<file path="src/kmr_pkg.sv">
// ----------------------------------------------------------------------------
// kmr_pkg: shared types and constants of the k-mer reference matcher
// Item structs, internal command format, result kinds and base coding.
// ----------------------------------------------------------------------------
package kmr_pkg;

	localparam int unsigned REF_ENTRIES_DEF = 1024;
	localparam int unsigned KMER_BASES_DEF  = 256;
	localparam int unsigned KEY_WORDS       = 8;
	localparam int unsigned WORD_BASES      = 32;

	localparam logic [2:0] KIND_HIT  = 3'd0;
	localparam logic [2:0] KIND_MISS = 3'd1;
	localparam logic [2:0] KIND_END  = 3'd2;
	localparam logic [2:0] KIND_STORED = 3'd3;
	localparam logic [2:0] KIND_DUP  = 3'd4;
	localparam logic [2:0] KIND_FULL = 3'd5;

	localparam logic REQ_REF  = 1'b0;
	localparam logic REQ_BASE = 1'b1;

	localparam logic [3:0] SLOT_COMMIT = 4'd8;

	localparam logic [1:0] CMD_STAGE  = 2'd0;
	localparam logic [1:0] CMD_COMMIT = 2'd1;
	localparam logic [1:0] CMD_BASE   = 2'd2;

	typedef struct packed {
		logic        req_type;
		logic [63:0] ref_word;
		logic [3:0]  word_slot;
		logic [7:0]  base_char;
		logic        seq_last;
	} req_t;

	typedef struct packed {
		logic [2:0]  result_kind;
		logic [31:0] ref_index;
		logic        repeat_flag;
		logic [7:0]  remainder_bases;
		logic        last_result;
	} rsp_t;

	typedef struct packed {
		logic [1:0]  kind;
		logic [63:0] word;
		logic [2:0]  slot;
		logic [1:0]  code;
		logic        last;
	} cmd_t;

	function automatic logic [1:0] base_code(input logic [7:0] c);
		logic [1:0] r;
		r = 2'd0;
		if (c == 8'h41) r = 2'd0;
		else if (c == 8'h43) r = 2'd1;
		else if (c == 8'h47) r = 2'd2;
		else if (c == 8'h54) r = 2'd3;
		return r;
	endfunction

endpackage

</file>
<file path="src/kmr_front.sv">
// ----------------------------------------------------------------------------
// kmr_front: input classification
// Turns accepted items into commands; unused slots are dropped here.
// ----------------------------------------------------------------------------
module kmr_front (
	input  logic          req_valid,
	output logic          req_stall,
	input  kmr_pkg::req_t req,
	input  logic          q_full,
	output logic          q_push,
	output kmr_pkg::cmd_t q_cmd
);
	import kmr_pkg::*;

	logic useful;

	always_comb begin
		q_cmd.word = req.ref_word;
		q_cmd.slot = req.word_slot[2:0];
		q_cmd.code = base_code(req.base_char);
		q_cmd.last = req.seq_last;
		useful     = 1'b1;
		if (req.req_type == REQ_BASE) begin
			q_cmd.kind = CMD_BASE;
		end else if (req.word_slot == SLOT_COMMIT) begin
			q_cmd.kind = CMD_COMMIT;
		end else begin
			q_cmd.kind = CMD_STAGE;
			useful     = ~req.word_slot[3];
		end
	end

	assign req_stall = q_full;
	assign q_push    = req_valid & ~q_full & useful;

endmodule

</file>
<file path="config.mk">
export PLATFORM = sky130hd
export DESIGN_NAME = kmr_front
export DESIGN_NICKNAME = d
export VERILOG_FILES = /design/src/kmr_pkg.sv /design/src/kmr_front.sv
export SDC_FILE = /design/constraint.sdc
export NUM_CORES = 1
export LEC_CHECK = 0
export BUFFER_PORTS_ARGS = -buffer_cell sky130_fd_sc_hd__buf_2
export CORE_ASPECT_RATIO = 0.6
export CORE_MARGIN = 4
export CORE_UTILIZATION = 23
export DETAILED_ROUTE_END_ITERATION = 16
export PLACE_DENSITY = 0.93
export SYNTH_ARGS = -nofsm -noshare
export SYNTH_HDL_FRONTEND = slang
export SYNTH_SLANG_ARGS = --single-unit
export TNS_END_PERCENT = 50
</file>
<file path="constraint.sdc">
create_clock -name vclk -period 1.5
set_clock_uncertainty 0.15 [all_clocks]
set_input_delay 0.45 -clock vclk [all_inputs]
set_output_delay 0.45 -clock vclk [all_outputs]
set_load 0.01 [all_outputs]
</file>
==> qor.csv, run 1 <==
metric,value,unit
row cnt,14,
Arrival @ worst endpoint,1.11,ns
Leak,0.000189,µW
Ports,154,
RSZ-0062 raised after global routing,true,
Worst Hold Slack,0.750,ns
Final Non-Filler Cells,70,
initial antenna violation count,0,
failing checks,negative setup slack,
min Tclk post-route,1.71,ns
Least-Margin Pin Slew,0.212,ns
max-cap violations,0,
Final Cycle Share,114,%
# clk buffers,0,
DRT antenna net count,0,
most frequent cells after synthesis,"70 x buf_4, 2 x o211a_1",
core area,0.00257,mm²
Residual DRC,0,
Power per Cell Area,214,mW/mm²
family with the most delay on the worst path,simple AND/OR/NAND/NOR gates,
first-pass GRT wire length,1600,µm
IO buf count,24,
global route overflow,0,
Hold Fails Final Rpt,0,
WL per Instance,18.3,µm
CP Max Fanout,2,
area occupied by registers,0,µm²
post-synth top area share,82.5,%
WP data required,0.90,ns
DRT Pass-1 Iters,1,
largest net degree at the start of global routing,5,
cts hold-fix bufs,0,
DR vias/cell,4.24,
Total Wirelength,1280,µm
"IR drop worst, VDD",48.2,µV
status,finished with violations,
Iter 0 DRT Violations,0,
All-Layer GR Usage,5.39,%
Max-slew headroom,85.7,%
vias in the first global route,261,
Post-Syn Instances,82,
Die Span Y,48.8,µm
fin worst setup slack,-0.212,ns
Worst Path Buf+Inv,2,
Final Util,13.3,%
Slew Limit Fails,0,
layout filler cell count,282,
Synth Warn #,0,
via count,297,
"Slowest-stage cell, CP",nor4b_4,
DIE AREA,0.00370,mm²
Synthesized Nets,162,
final setup vio count,4,
chip width,75.9,µm
Worst Hold Class,primary input to primary output,
leading area contributor after synthesis,buf_4,
crit end category,primary output,
diode count,0,
Initial Util,24.7,%
CP Launch Type,primary input,
synth unique cells,12,
worst-path cell chain,buf_6 -> nor4b_4 -> o211a_1 -> buf_2,
Final GP Congestion,0.568,
final net count,120,
area of the multi-input gates,141,µm²
Total Neg Setup Slack,-0.690,ns
Post-CTS Setup Bufs,0,
"top cells by area, synth","buf_4 83%, nor4b_4 3.7%, o211a_1 3.1%",
Crit path largest cell delay,0.27,ns
FF+latch count,0,
CP Class,primary input to primary output,
Syn Area/Cell,7.77,µm²
"count leader, synth",buf_4,
highest clock rate,584,MHz
synthesized cell area,637,µm²
layout cell share with drive strength beyond 1,84.2,%
Cells after DPL,70,
Layout area overhead,-46.4,%
sequential fraction of the synthesis area,0,%
==> where the power goes <==
group / total [µW] / internal [µW] / leakage (µW) / switching, µW
clock: 0 / 0 / 0 / 0
sequential: 0 / 0 / 0 / 0
combinational: 73.1 / 40.7 / 0.000189 / 32.4
==> layer usage <==
metal	GRT usage (%)	vias to the layer above	part of all wire, %
met5	0	-	0
met4	0.592	0	0
met3	10.2	0	30
met2	3.55	62	40
met1	6.15	131	30
li1	-	104	-
==> layout make-up <==
cell class	instances	share of cell area, %
Inverter	1	1.10
Tap cell	32	11.7
Timing Repair Buffer	26	45.8
Multi-Input combinational cell	11	41.4
==> kinds of logic (layout without fill, tap and decap cells) <==
group	count (synthesis)	count (layout)	synth area share, %
buffers and inverters	71	27	83.1
AND/OR/NAND/NOR	8	8	12.6
AO/OA/AOI/OAI	3	3	4.32
==> cell usage in the layout, fill, tap and decap left out <==
| master | instances |
|---|---|
| buf_2 | 20 |
| buf_6 | 3 |
| buf_4 | 3 |
| o211a_1 | 2 |
| and4bb_2 | 1 |
| nor4bb_2 | 1 |
| nor4b_4 | 1 |
| o21a_1 | 1 |
| nand2b_4 | 1 |
| nor4_4 | 1 |
| nor3_2 | 1 |
| inv_1 | 1 |
| and3b_1 | 1 |
| nor3b_1 | 1 |
==> per-stage QoR <==
stage / worst slack [ns] / area [µm²] / power [µW]
finish: -0.212 / 342 / 73.1
global route: -0.265 / 342 / 79.0
CTS: -0.232 / 320 / 67.7
detailed placement: -0.247 / 293 / 59.7
global placement: -0.235 / 293 / 58.8
floorplan: -0.0228 / 643 / 205
==> timing repair <==
action,4_1_cts,5_1_grt
pin swaps,2,3
setup endpoints to repair,4,4
resized for setup,5,4
==> worst paths after layout <==
check               start   endpoint  slack, ns  cells past startpoint
setup / recovery   req[6]   q_cmd[2]      -0.21                      4
hold / removal    req[33]  q_cmd[26]       0.75                      0
Note: power is estimated with default switching activity, not from simulation.
==> run 2: changes to the inputs <==
Settings changed: PLACE_DENSITY 0.93 to 0.84.
==> qor.csv, run 2 (synthesized netlist as in run 1, its figures left out) <==
metric,value,unit,change
status,finished with violations,,unchanged
Die Span Y,48.8,µm,unchanged
diode count,0,,unchanged
fin worst setup slack,-0.227,ns,was -0.212 ns
"Slowest-stage cell, CP",nor4b_4,,unchanged
DIE AREA,0.00370,mm²,unchanged
largest net degree at the start of global routing,5,,unchanged
DR vias/cell,4.13,,was 4.24
final net count,118,,was 120
highest clock rate,579,MHz,was 584 MHz
final setup vio count,4,,unchanged
pre-CTS setup slack,-0.255,ns,was -0.247 ns
FF+latch count,0,,unchanged
"commonest cells after routing, fill and taps aside","20 x buf_2, 4 x buf_6, 2 x o211a_1",,"was 20 x buf_2, 3 x buf_6, 3 x buf_4"
Ports,154,,unchanged
Leak,0.000181,µW,was 0.000189 µW
WP data required,0.90,ns,about the same
Flop pwr share,0,%,about the same
Post-CTS Setup Bufs,0,,unchanged
Arrival @ worst endpoint,1.13,ns,was 1.11 ns
global route overflow,0,,unchanged
P_sw,29.2,µW,was 32.4 µW
"Design Area, Final",330,µm²,was 342 µm²
via count,281,,was 297
CP Max Fanout,2,,unchanged
Final GP Congestion,0.614,,was 0.568
first-pass GRT wire length,1590,µm,was 1600 µm
Worst Hold Slack,0.750,ns,unchanged
Hold Path Depth,0,,unchanged
Hold Fails Final Rpt,0,,unchanged
Layout area overhead,-48.1,%,was -46.4%
Final Cycle Share,115,%,was 114%
Initial Util,24.7,%,unchanged
Worst Hold Class,primary input to primary output,,unchanged
Crit path largest cell delay,0.28,ns,was 0.27 ns
CP Launch Type,primary input,,unchanged
core area,0.00257,mm²,unchanged
Net Sw Frac,43.3,%,was 44.3%
min Tclk post-route,1.73,ns,was 1.71 ns
area occupied by registers,0,µm²,unchanged
max-cap violations,0,,unchanged
cts hold-fix bufs,0,,unchanged
CP Class,primary input to primary output,,unchanged
Crit. Startpoint,req[6],,unchanged
DRT antenna net count,0,,unchanged
"IR drop worst, VDD",38.9,µV,was 48.2 µV
placed cell areas,278,µm²,was 293 µm²
CP endpoint,q_cmd[2],,unchanged
Slew Limit Fails,0,,unchanged
layout cell share with drive strength beyond 1,83.3,%,was 84.2%
Power per Cell Area,204,mW/mm²,was 214 mW/mm²
All-Layer GR Usage,5.23,%,was 5.39%
IO buf count,24,,unchanged
failing checks,negative setup slack,,unchanged
initial antenna violation count,0,,unchanged
Iter 0 DRT Violations,4,,was 0
Clk pwr share,0,%,about the same
chip width,75.9,µm,unchanged
Comb power frac,100.0,%,about the same
dpl hpwl,929,µm,
Total Wirelength,1140,µm,was 1280 µm
vias in the first global route,300,,was 261
Internal Power,38.2,µW,was 40.7 µW
Residual DRC,0,,unchanged
"commonest non-fill, non-tap cell in the layout",buf_2,,unchanged
WL per Instance,16.7,µm,was 18.3 µm
row cnt,14,,unchanged
Max-slew headroom,85.9,%,was 85.7%
RSZ-0062 raised after global routing,true,,unchanged
Final Util,12.8,%,was 13.3%
# clk buffers,0,,unchanged
crit end category,primary output,,unchanged
Least-Margin Pin Slew,0.208,ns,was 0.212 ns
DRT Pass-1 Iters,2,,was 1
worst-path cell chain,buf_6 -> nor4b_4 -> o211a_1 -> buf_2,,unchanged
run 2: worst min path at each step:
stage | slack (ns) | startpoint | endpoint
CTS | 0.75 | req[17] | q_cmd[10]
finish | 0.75 | req[35] | q_cmd[28]
floorplan | 0.78 | req[10] | q_cmd[70]
global placement | 0.75 | req[17] | q_cmd[10]
global route | 0.75 | req[58] | q_cmd[51]
detailed placement | 0.75 | req[17] | q_cmd[10]
run 2: power by group through the flow:
stage	Clock (µW)	Sequential [µW]	Combinational, µW
after floorplan	0	0	205
after global placement	0	0	53.3
after detailed placement	0	0	54.0
after CTS	0	0	65.4
after global routing	0	0	73.3
final	0	0	67.4
run 2: worst max-delay path, delay by kind of cell:
kind            cells  cell delay (ns)
compound gates      1             0.18
simple gates        1             0.28
buf+inv             2             0.21
run 2: per-layer routing:
metal,GRT usage [%],share of wire (%),wire length [µm]
met1,4.18,26,299
met5,8.57,3.7,42
met3,10.6,33,372
met2,3.69,36,404
met4,2.07,1.6,18
run 2: cell type report:
cell class                      instances  area [µm²]
Tap cell                               32        40.0
Inverter                                1        3.75
Fill cell                             287        2240
Timing Repair Buffer                   24         145
Multi-Input combinational cell         11         141
run 2: stage by stage:
| stage | cells | TNS [ns] | power [µW] |
|---|---|---|---|
| detailed placement | 68 | -0.828 | 54.0 |
| finish | 68 | -0.681 | 67.4 |
| floorplan | 82 | -0.0251 | 205 |
| global placement | 68 | -0.789 | 53.3 |
| global route | 68 | -0.874 | 73.3 |
| CTS | 68 | -0.723 | 65.4 |
run 2: timing repair:
action                                  CTS  global route
gates resized for setup                   7             1
endpoints found under the setup margin    4             4
pin swaps                                 5             1
